==> src/rtl/bqhp_pkg.sv <==
// Shared types, constants and a helper function for the biquad high-pass filter.
package bqhp_pkg;

	// Field and datapath widths.
	localparam int SAMPLE_W = 16;
	localparam int COEF_W   = 32;
	localparam int ACC_W    = 48;
	localparam int YQ_W     = 32;
	localparam int DIGIT_W  = 8;
	localparam int X_DIGITS = SAMPLE_W / DIGIT_W;
	localparam int Y_DIGITS = YQ_W / DIGIT_W;
	localparam int PROD_W   = COEF_W + DIGIT_W + 1;
	localparam int FBACC_W  = COEF_W + YQ_W;
	localparam int SUM_W    = FBACC_W + 2;
	localparam int CNT_W    = 2;

	// Configuration port.
	localparam int ADDR_W   = 5;
	localparam int DATA_W   = 32;
	localparam int REGIDX_W = 3;

	localparam logic [REGIDX_W-1:0] REG_ENABLE = 3'd0;
	localparam logic [REGIDX_W-1:0] REG_B0     = 3'd1;
	localparam logic [REGIDX_W-1:0] REG_B1     = 3'd2;
	localparam logic [REGIDX_W-1:0] REG_B2     = 3'd3;
	localparam logic [REGIDX_W-1:0] REG_A1     = 3'd4;
	localparam logic [REGIDX_W-1:0] REG_A2     = 3'd5;

	// Input transaction payload.
	typedef struct packed {
		logic signed [SAMPLE_W-1:0] sample_in;
		logic                       frame_last;
	} bqhp_x_t;

	// Output transaction payload.
	typedef struct packed {
		logic signed [SAMPLE_W-1:0] sample_out;
		logic                       frame_last_out;
	} bqhp_y_t;

	// Sequencer states.
	typedef enum logic [2:0] {
		ST_IDLE,
		ST_MULX,
		ST_SUMY,
		ST_MULY,
		ST_UPD,
		ST_DRAIN
	} bqhp_state_t;

	// Saturate a wide signed sum to the accumulator range.
	function automatic logic signed [ACC_W-1:0] sat_acc(input logic signed [SUM_W-1:0] v);
		logic [SUM_W-ACC_W:0] top;
		top = v[SUM_W-1:ACC_W-1];
		if ((top == '0) || (top == '1)) begin
			return v[ACC_W-1:0];
		end else if (v[SUM_W-1]) begin
			return {1'b1, {(ACC_W-1){1'b0}}};
		end else begin
			return {1'b0, {(ACC_W-1){1'b1}}};
		end
	endfunction

endpackage

==> src/rtl/biquad_highpass_filter.sv <==
// Top level of the biquad high-pass filter: register file, sequencer and digit-serial datapath.
//
//  channel  direction  handshake                 payload
//  x        in         x_valid / x_ready         bqhp_x_t (sample_in, frame_last)
//  y        out        y_valid / y_ready         bqhp_y_t (sample_out, frame_last_out)
//  cfg      in         psel/penable/pwrite       paddr, pwdata, prdata
//
// A filtered sample passes from acceptance to the output register in these steps: two 8-bit
// digits of the sample through the three feed-forward multipliers, the output sum, four
// 8-bit digits of the quantized output through the feedback multipliers, and the state
// update. A bypassed sample goes straight to DRAIN. x_ready is high only in IDLE, so a new
// transaction is not accepted until the previous one has been loaded into the output register.
// Reset clears the state, coefficients and output valid at once; there is no clearing pass.
// When the output register is still full at the end of a transaction, the sequencer waits
// in DRAIN until y_ready frees it.
module biquad_highpass_filter
	import bqhp_pkg::*;
#(
	parameter int COEF_FRAC_BITS = 29
) (
	input  logic               clk,
	input  logic               arst_n,
	input  logic               x_valid,
	output logic               x_ready,
	input  bqhp_x_t            x_data,
	output logic               y_valid,
	input  logic               y_ready,
	output bqhp_y_t            y_data,
	input  logic               psel,
	input  logic               penable,
	input  logic               pwrite,
	input  logic [ADDR_W-1:0]  paddr,
	input  logic [DATA_W-1:0]  pwdata,
	output logic [DATA_W-1:0]  prdata,
	output logic               pready
);

	localparam int FB_SHIFT = COEF_FRAC_BITS - 16;
	localparam logic [ACC_W-1:0] FRAC_MASK = (ACC_W'(1) << COEF_FRAC_BITS) - ACC_W'(1);

	// Configuration registers.
	logic                     en_q;
	logic signed [COEF_W-1:0] b0_q, b1_q, b2_q, a1_q, a2_q;
	logic [REGIDX_W-1:0]      reg_idx;
	logic                     cfg_wr;

	// Filter state.
	logic signed [ACC_W-1:0] d1_q, d2_q;

	// Sequencer.
	bqhp_state_t      state_q, state_d;
	logic [CNT_W-1:0] cnt_q;
	logic             x_accept;
	logic             out_free;
	logic             out_load;

	// Datapath registers.
	logic [SAMPLE_W-1:0]         x_sr_q;
	logic [YQ_W-1:0]             yq_sr_q;
	logic signed [ACC_W-1:0]     p0_q, p1_q, p2_q, y_q;
	logic signed [FBACC_W-1:0]   fb1_q, fb2_q;
	logic signed [SAMPLE_W-1:0]  res_q;
	logic                        last_q;
	logic                        out_valid_q;
	bqhp_y_t                     out_q;

	// Datapath logic.
	logic [DIGIT_W-1:0]         digit;
	logic signed [DIGIT_W:0]    op;
	logic signed [COEF_W-1:0]   mc0, mc1;
	logic signed [PROD_W-1:0]   m0, m1, m2;
	logic signed [ACC_W-1:0]    y_sat;
	logic signed [ACC_W-1:0]    s_full;
	logic signed [SAMPLE_W-1:0] s_clamp;
	logic signed [ACC_W-1:0]    n1, n2;
	logic signed [FBACC_W-1:0]  fbs1, fbs2;

	assign pready   = 1'b1;
	assign reg_idx  = paddr[ADDR_W-1:2];
	assign cfg_wr   = psel && penable && pwrite;
	assign x_accept = x_valid && x_ready;
	assign out_free = !out_valid_q || y_ready;
	assign y_valid  = out_valid_q;
	assign y_data   = out_q;

	// Register read mux.
	always_comb begin
		unique case (reg_idx)
			REG_ENABLE: prdata = {{(DATA_W-1){1'b0}}, en_q};
			REG_B0:     prdata = b0_q;
			REG_B1:     prdata = b1_q;
			REG_B2:     prdata = b2_q;
			REG_A1:     prdata = a1_q;
			REG_A2:     prdata = a2_q;
			default:    prdata = '0;
		endcase
	end

	// Register writes; indexes beyond the list are ignored.
	always_ff @(posedge clk or negedge arst_n) begin
		if (!arst_n) begin
			en_q <= 1'b0;
			b0_q <= '0;
			b1_q <= '0;
			b2_q <= '0;
			a1_q <= '0;
			a2_q <= '0;
		end else if (cfg_wr) begin
			unique case (reg_idx)
				REG_ENABLE: en_q <= pwdata[0];
				REG_B0:     b0_q <= pwdata;
				REG_B1:     b1_q <= pwdata;
				REG_B2:     b2_q <= pwdata;
				REG_A1:     a1_q <= pwdata;
				REG_A2:     a2_q <= pwdata;
				default:    ;
			endcase
		end
	end

	// Sequencer state register.
	always_ff @(posedge clk or negedge arst_n) begin
		if (!arst_n) begin
			state_q <= ST_IDLE;
		end else begin
			state_q <= state_d;
		end
	end

	// Next state, input ready and output load.
	always_comb begin
		state_d  = state_q;
		x_ready  = 1'b0;
		out_load = 1'b0;
		unique case (state_q)
			ST_IDLE: begin
				x_ready = 1'b1;
				if (x_valid) begin
					state_d = en_q ? ST_MULX : ST_DRAIN;
				end
			end
			ST_MULX: begin
				if (cnt_q == CNT_W'(X_DIGITS - 1)) begin
					state_d = ST_SUMY;
				end
			end
			ST_SUMY: begin
				state_d = ST_MULY;
			end
			ST_MULY: begin
				if (cnt_q == CNT_W'(Y_DIGITS - 1)) begin
					state_d = ST_UPD;
				end
			end
			ST_UPD: begin
				if (out_free) begin
					out_load = 1'b1;
					state_d  = ST_IDLE;
				end else begin
					state_d = ST_DRAIN;
				end
			end
			ST_DRAIN: begin
				if (out_free) begin
					out_load = 1'b1;
					state_d  = ST_IDLE;
				end
			end
			default: state_d = ST_IDLE;
		endcase
	end

	// Digit counter for the serial multiply phases.
	always_ff @(posedge clk or negedge arst_n) begin
		if (!arst_n) begin
			cnt_q <= '0;
		end else if (state_q == ST_MULX || state_q == ST_MULY) begin
			cnt_q <= cnt_q + CNT_W'(1);
		end else begin
			cnt_q <= '0;
		end
	end

	// Current multiplier digit, most significant first; the top digit carries the sign.
	always_comb begin
		digit = (state_q == ST_MULY) ? yq_sr_q[YQ_W-1 -: DIGIT_W] : x_sr_q[SAMPLE_W-1 -: DIGIT_W];
		op    = {(cnt_q == '0) && digit[DIGIT_W-1], digit};
	end

	// Three coefficient-by-digit multipliers; the first two are shared with the feedback phase.
	assign mc0 = (state_q == ST_MULY) ? a1_q : b0_q;
	assign mc1 = (state_q == ST_MULY) ? a2_q : b1_q;
	assign m0  = mc0 * op;
	assign m1  = mc1 * op;
	assign m2  = b2_q * op;

	// Output sum y = b0*x + z1, saturated.
	assign y_sat = sat_acc(SUM_W'(p0_q) + SUM_W'(d1_q));

	// Output sample: truncate toward zero, then clamp to 16 bits.
	always_comb begin
		s_full = (y_q >>> COEF_FRAC_BITS)
			+ $signed(ACC_W'(y_q[ACC_W-1] && ((y_q & FRAC_MASK) != '0)));
		if ((s_full[ACC_W-1:SAMPLE_W-1] == '0) || (s_full[ACC_W-1:SAMPLE_W-1] == '1)) begin
			s_clamp = s_full[SAMPLE_W-1:0];
		end else if (s_full[ACC_W-1]) begin
			s_clamp = {1'b1, {(SAMPLE_W-1){1'b0}}};
		end else begin
			s_clamp = {1'b0, {(SAMPLE_W-1){1'b1}}};
		end
	end

	// New delay values from the feedback products.
	assign fbs1 = fb1_q >>> FB_SHIFT;
	assign fbs2 = fb2_q >>> FB_SHIFT;
	assign n1   = sat_acc(SUM_W'(p1_q) - SUM_W'(fbs1) + SUM_W'(d2_q));
	assign n2   = sat_acc(SUM_W'(p2_q) - SUM_W'(fbs2));

	// Datapath payload registers.
	always_ff @(posedge clk) begin
		if (x_accept) begin
			x_sr_q <= x_data.sample_in;
			res_q  <= x_data.sample_in;
			last_q <= x_data.frame_last;
			p0_q   <= '0;
			p1_q   <= '0;
			p2_q   <= '0;
		end
		if (state_q == ST_MULX) begin
			x_sr_q <= {x_sr_q[SAMPLE_W-DIGIT_W-1:0], {DIGIT_W{1'b0}}};
			p0_q   <= (p0_q <<< DIGIT_W) + ACC_W'(m0);
			p1_q   <= (p1_q <<< DIGIT_W) + ACC_W'(m1);
			p2_q   <= (p2_q <<< DIGIT_W) + ACC_W'(m2);
		end
		if (state_q == ST_SUMY) begin
			y_q     <= y_sat;
			yq_sr_q <= y_sat[ACC_W-1:ACC_W-YQ_W];
			fb1_q   <= '0;
			fb2_q   <= '0;
		end
		if (state_q == ST_MULY) begin
			yq_sr_q <= {yq_sr_q[YQ_W-DIGIT_W-1:0], {DIGIT_W{1'b0}}};
			fb1_q   <= (fb1_q <<< DIGIT_W) + FBACC_W'(m0);
			fb2_q   <= (fb2_q <<< DIGIT_W) + FBACC_W'(m1);
			if (cnt_q == '0) begin
				res_q <= s_clamp;
			end
		end
		if (out_load) begin
			out_q.sample_out     <= res_q;
			out_q.frame_last_out <= last_q;
		end
	end

	// Delay line update at the end of a filtered transaction.
	always_ff @(posedge clk or negedge arst_n) begin
		if (!arst_n) begin
			d1_q <= '0;
			d2_q <= '0;
		end else if (state_q == ST_UPD) begin
			d1_q <= n1;
			d2_q <= n2;
		end
	end

	// Output register valid.
	always_ff @(posedge clk or negedge arst_n) begin
		if (!arst_n) begin
			out_valid_q <= 1'b0;
		end else if (out_load) begin
			out_valid_q <= 1'b1;
		end else if (y_ready) begin
			out_valid_q <= 1'b0;
		end
	end

	// A filtered sample starts the feed-forward multiply on the next cycle.
	a_filter_start: assert property (@(posedge clk) disable iff (!arst_n)
		(x_accept && en_q) |=> (state_q == ST_MULX))
		else $error("filtered transaction did not enter the multiply phase");

	// The delay line changes only in the update state.
	a_delay_hold: assert property (@(posedge clk) disable iff (!arst_n)
		(state_q != ST_UPD) |=> ($stable(d1_q) && $stable(d2_q)))
		else $error("delay line changed outside the update state");

	// The output register is loaded only from the update or drain state.
	a_out_source: assert property (@(posedge clk) disable iff (!arst_n)
		$rose(out_valid_q) |-> ($past(state_q) == ST_UPD || $past(state_q) == ST_DRAIN))
		else $error("output valid rose without a finished transaction");

	// The digit counter never runs past the operand length.
	a_cnt_range: assert property (@(posedge clk) disable iff (!arst_n)
		(state_q == ST_MULX) |-> (cnt_q < CNT_W'(X_DIGITS)))
		else $error("sample digit counter out of range");

endmodule
==> config.mk <==
export PLATFORM = sky130hd
export DESIGN_NAME = biquad_highpass_filter
export DESIGN_NICKNAME = d
export VERILOG_FILES = /design/src/rtl/bqhp_pkg.sv /design/src/rtl/biquad_highpass_filter.sv
export SDC_FILE = /design/constraint.sdc
export NUM_CORES = 2
export LEC_CHECK = 0
export CORE_MARGIN = 3
export CORE_UTILIZATION = 50
export CTS_CLUSTER_DIAMETER = 150
export CTS_CLUSTER_SIZE = 24
export DETAILED_ROUTE_END_ITERATION = 7
export DONT_BUFFER_PORTS = 1
export GPL_ROUTABILITY_DRIVEN = 0
export PLACE_DENSITY_LB_ADDON = 0.1
export SLEW_MARGIN = 20
export SYNTH_ARGS = -nofsm -noshare
export SYNTH_HDL_FRONTEND = slang
export SYNTH_SLANG_ARGS = --single-unit
==> constraint.sdc <==
create_clock -name clk -period 12 [get_ports clk]
set_input_delay 1.8 -clock clk [delete_from_list [all_inputs] [get_ports clk]]
set_output_delay 1.8 -clock clk [all_outputs]
set_load 0.005 [all_outputs]
**Yosys cells after proc, flatten, opt, wreduce, memory -nomap -nowiden**

Cells that the tools add are included.

- Register bits after elaboration: 665
- Input port bits: 61
- Output and inout port bits: 52
- Logic and storage cells: 129

- Add/sub/neg operators: 11
- $mul: 3
- Equal/unequal tests: 20
- Muxes and demuxes: 39
- Reductions and logical operators: 31

Operators by type and width:

| cell | number |
|---|---|
| 48-bit 2-to-1 mux | 10 |
| 64-bit 2-to-1 mux | 3 |
| 32-bit case mux with 6 select lines | 1 |
| 48-bit by 41-bit adder with 48-bit output | 3 |
| 64-bit by 41-bit adder with 64-bit output | 2 |
| 32-bit 2-to-1 mux | 4 |
| 32-bit by 9-bit multiplier with 41-bit output | 3 |
| 16-bit 2-to-1 mux | 7 |
| 48-bit by 51-bit subtractor with 52-bit output | 2 |
| 19-bit equality test (second input constant) | 3 |
| 19-bit logical NOT | 3 |
| 52-bit by 48-bit adder with 53-bit output | 1 |
| 48-bit by 48-bit adder with 49-bit output | 1 |
| 48-bit nonzero test | 1 |
| 33-bit equality test (second input constant) | 1 |
| 33-bit logical NOT | 1 |
| 19-bit by 2-bit adder with 20-bit output | 1 |
| 3-bit 2-to-1 mux | 6 |
| 3-bit case mux with 6 select lines | 1 |
| 3-bit by 2-bit equality test with 1-bit output (second input constant) | 4 |
| 3-bit equality test (second input constant) | 4 |
| 2-bit AND reduction | 6 |
| 8-bit 2-to-1 mux | 1 |
| 2-bit inequality test (second input constant) | 4 |
| 14 further kinds | 31 |

**Depth between registers and ports, before layout**

- Depth after elaboration: 8
- Gate-level depth with buffers: 46
- Mapped depth without buffers: 41

**Worst setup path after synthesis**

OpenSTA, ideal clock, no wires.

- Path kind: reg-to-reg
- Start: register state_q[2]
- End: register fb1_q[63], data pin
- Arrival time: 10.740 ns
- Data required time: 11.738 ns
- Slack: 0.998 ns
- Stages on the path, launching flop included: 40
- Clock period less this slack: 11.002 ns
- Path through: dfrtp_1 nor2b_1 clkbuf_1 and2_1 clkbuf_1 clkbuf_1 buf_1 clkbuf_1 nand2_1 nand2_1 nand2_1 fa_1 inv_1 fa_1 inv_1 fa_1 fa_1 fa_1 [... 4 more ...] o31a_1 a211o_1 a2111o_1 nand2_1 o31ai_1 a31oi_1 xnor2_1 ha_1 clkbuf_1 nor2b_1 o41a_1 nand2_1 nand3_1 o41ai_2 o21ai_0 o31ai_1 xnor2_1 mux2i_1

- Cells in the longest elaborated chain, start to end: 6

Ends and longest elaborated chain:

| what | line | source |
|---|---|---|
| start: declaration | biquad_highpass_filter.sv:51 | `bqhp_state_t state_q, state_d;` |
| start signal: assignment | biquad_highpass_filter.sv:126 | `state_q <= state_d;` |
| 3-bit by 2-bit equality test with 1-bit output (*) | biquad_highpass_filter.sv:186, biquad_highpass_filter.sv:191, biquad_highpass_filter.sv:241 |  |
| 8-bit 2-to-1 mux | biquad_highpass_filter.sv:186 | `digit = (state_q == ST_MULY) ? yq_sr_q[YQ_W-1 -: DIGIT_W] : x_sr_q[SAMPLE_W-1 -: DIGIT_W];` |
| 1-bit logical AND | biquad_highpass_filter.sv:187 | `op = {(cnt_q == '0) && digit[DIGIT_W-1], digit};` |
| 32-bit by 9-bit multiplier with 41-bit output | biquad_highpass_filter.sv:193 | `assign m0 = mc0 * op;` |
| 64-bit by 41-bit adder with 64-bit output | biquad_highpass_filter.sv:243 | `fb1_q <= (fb1_q <<< DIGIT_W) + FBACC_W'(m0);` |
| 64-bit 2-to-1 mux (*) | biquad_highpass_filter.sv:241 | `if (state_q == ST_MULY) begin` |
| end signal: assignment | biquad_highpass_filter.sv:243 |  |
| end: declaration | biquad_highpass_filter.sv:61 | `logic signed [FBACC_W-1:0] fb1_q, fb2_q;` |

Mark *: on every way between the ends. The rest lies on a longest branch, timed or not.
A chain may end at the register's enable or synchronous reset.

**Worst setup path after layout**

- Start: register state_q[2]
- End: register fb2_q[63], data pin

- Cells in the longest elaborated chain, start to end: 6

Ends and longest elaborated chain:

| what | line | source |
|---|---|---|
| 3-bit by 2-bit equality test with 1-bit output (*) | biquad_highpass_filter.sv:186, biquad_highpass_filter.sv:192, biquad_highpass_filter.sv:241 |  |
| 8-bit 2-to-1 mux | biquad_highpass_filter.sv:186 |  |
| 1-bit logical AND | biquad_highpass_filter.sv:187 |  |
| 32-bit by 9-bit multiplier with 41-bit output | biquad_highpass_filter.sv:194 | `assign m1 = mc1 * op;` |
| 64-bit by 41-bit adder with 64-bit output | biquad_highpass_filter.sv:244 | `fb2_q <= (fb2_q <<< DIGIT_W) + FBACC_W'(m1);` |
| 64-bit 2-to-1 mux (*) | biquad_highpass_filter.sv:241 |  |
| end signal: assignment | biquad_highpass_filter.sv:244 |  |
| end: declaration | biquad_highpass_filter.sv:61 |  |

Marks and branches as above.

==> impl_metrics.tcl <==
set metrics [dict create \
    synthTopCellsByCount "nand2_1, inv_1, nor2_1" \
    synthCells 8146 \
    cts.clk_slew.worst_paths_ns 0.10 \
    tns_ns 0 \
    slew_headroom_pct 28.14 \
    synthDistinctLibCells 94 \
    status "complete, no violations" \
    layout_min_cycle_time_ns 11.45 \
    die_y_um 394.2 \
    grt_usage_pct 28.04 \
    fin_skew_ns 0.05645 \
    first_pass_iters 6 \
    num_vias 58500 \
    grt_max_degree 264 \
    cts_buffer_depth 3 \
    synthFlopType "edfxtp_1" \
    avgSynthCellArea_um2 9.248 \
    hpwl_um 180000 \
    die_x_um 394.2 \
    antenna_found_initial 5 \
    initial_core_util_pct 50.66 \
    core_um2 148700 \
    fillers 13660 \
    cts_sinks 665 \
    cp_slowest_cell "or4b_2" \
    fin_crit_sh_pct 95.39 \
    finalHoldViolCount 0 \
    final_net_count 9455 \
    slew_viol_final 0 \
    yosysTopAreaCell "fa_1" \
    drv_cap 0 \
    numPortBuffers 0 \
    drive_gt1_share_pct 4.847 \
    cp_max_fo 35 \
    drtIter0Drc 4290 \
    cpPeakStageDelay_ns 0.61 \
    root_buffer "clkbuf_16" \
    grt_pass1_wl_um 341900 \
    cts_buffers 34 \
    std_cell_rows 141 \
    critPathLaunchType "register" \
    synth_seq_cells 665 \
    required_ns 12.37 \
    reg2reg_slack_ns 0.55 \
    synthToLayoutAreaGrowth_pct 4.401 \
    synthesis.area_um2 75340 \
    cp.arrival_ns 11.81 \
    io_pins 113 \
    grt_pass1_vias 57490 \
    drc 0 \
    setup_viol 0 \
    rsz0062_at_grt "no" \
    wl_per_cell_um 22.13 \
    synth_area_leaders "fa_1, edfxtp_1, ha_1, dfrtp_1, nand2_1" \
    wl_um 221100 \
    synth.most_common_cell "nand2_1" \
    max_freq_mhz 87.36 \
    htree_levels 2 \
    synth_seq_area_share_pct 24.33 \
    cp-end-kind "register" \
    synth_nets 9636 \
    worstMarginPinSlew_ns 1.077 \
    min_path_type "reg2reg" \
    hold_ws_ns 0.4259 \
    clock_latency_ns 0.66 \
    ys_async_sr_fraction_pct 39.55 \
    cts_tree "built" \
    critPathKind "reg2reg" \
    yosys_warnings 0 \
    ctsHoldBuffers 0 \
    die_area_um2 155400 \
    yosysTopAreaCellShare_pct 21.21 \
    via_per_inst 5.857 \
    overflow 0 \
    synth-edff-count 370 \
    final_antenna_net_count 0 \
]
[per-layer routing]
layer  track usage, %  vias up  part of all wire, %
met5                0        -                0.012
met4            9.762        4                  4.0
met3            4.115      334                  6.8
met2            44.57     1909                   46
met1            39.22    29190                   44
li1                 -    27070                    -
[critical path, delay by kind of cell, from the launching register on]
family | cells | cell delay (ns)
multiplexers | 1 | 0.52
buffers and inverters | 4 | 1.25
AND/OR/NAND/NOR | 8 | 2.06
AO/OA/AOI/OAI | 14 | 3.19
XOR/XNOR | 3 | 0.59
flip-flops | 1 | 0.51
adder cells (fa/ha/maj) | 7 | 3.01
[logic make-up (layout without fill, tap and decap cells)]
kind of cell | Yosys count | count (layout) | synth area share [%]
AOI/OAI and AO/OA | 1631 | 1631 | 14.14
xor gates and xnor gates | 423 | 423 | 4.938
adders and majority gates | 1433 | 1433 | 31.74
buffers and inverters | 1230 | 1068 | 6.208
DFF | 665 | 665 | 24.33
muxes | 281 | 281 | 4.004
other | 1 | 2 | 0.004978
and+or+nand+nor | 2482 | 2483 | 14.64
[cell usage in the layout (no fill, tap or decap), types with 13 or more instances in the layout]
master	instances
nor2b_1	57
ha_1	631
dfrtp_1	263
o21ai_1	40
edfxtp_1	370
nand4_1	62
buf_4	100
o21bai_1	60
a221o_1	37
mux2_2	163
a22oi_1	46
and3_1	79
xnor2_1	259
nand2_1	935
or3_1	20
xor2_1	162
clkbuf_16	35
a21oi_1	426
fa_1	798
o21ai_0	309
o31ai_1	18
dfxtp_1	32
nor4_1	20
and2_1	149
nor3b_1	14
o21a_1	65
o211ai_1	29
nor2_1	819
clkbuf_1	17
and4_1	17
a211oi_1	45
a31oi_1	58
inv_1	901
nor3_1	79
or2_2	13
a21o_1	308
nand3_1	83
nand2b_1	96
mux2i_1	112
[worst paths after layout]
path	start	to	depth (start not counted)
min	last_q	y_data[0]	0
max reg2reg	state_q[2]	fb2_q[63]	37
max in group asynchronous	arst_n	a1_q[23]	2
min in group asynchronous	arst_n	cnt_q[0]	0
max	state_q[2]	fb2_q[63]	37
min reg2reg	last_q	y_data[0]	0
[per-stage QoR]
stage / utilization, % / cells / area (um2) / setup WS (ns)
floorplan: - / 8146 / 75340 / 0.9978
global placement: 52.17 / 9928 / 77580 / 0.3291
detailed placement: 52.17 / 9928 / 77580 / 0.2950
CTS: 52.83 / 9984 / 78570 / 0.2509
global route: 52.88 / 9987 / 78650 / 0.03091
finish: 52.89 / 9988 / 78650 / 0.5530
[final cells by class]
type	count	area, um2	area share, %
Antenna cell	1	2.502	0.003182
Clock inverter	4	48.80	0.06204
Inverter	904	3398	4.321
Timing Repair Buffer	108	908.4	1.155
Clock buffer	52	939.7	1.195
Tap cell	2002	2505	3.185
Sequential cell	665	18330	23.31
Multi-Input combinational cell	6252	52520	66.77
[sequential cells by signal (all words and copies together), names as in the netlist, 48 cells and up]
register,flops
d1_q,48
p0_q,48
p1_q,48
fb2_q,64
p2_q,48
fb1_q,64
y_q,48
d2_q,48
[what timing repair did]
| action | CTS | global route |
|---|---|---|
| gates resized for setup | 0 | 5 |
| buffers inserted | 0 | 0 |
| endpoints found under the hold margin | 0 | 0 |
| endpoints found under the setup margin | 0 | 11 |
Power is not shown: default switching activity piles up to over one toggle a cycle in this logic, so the estimate is an artifact.
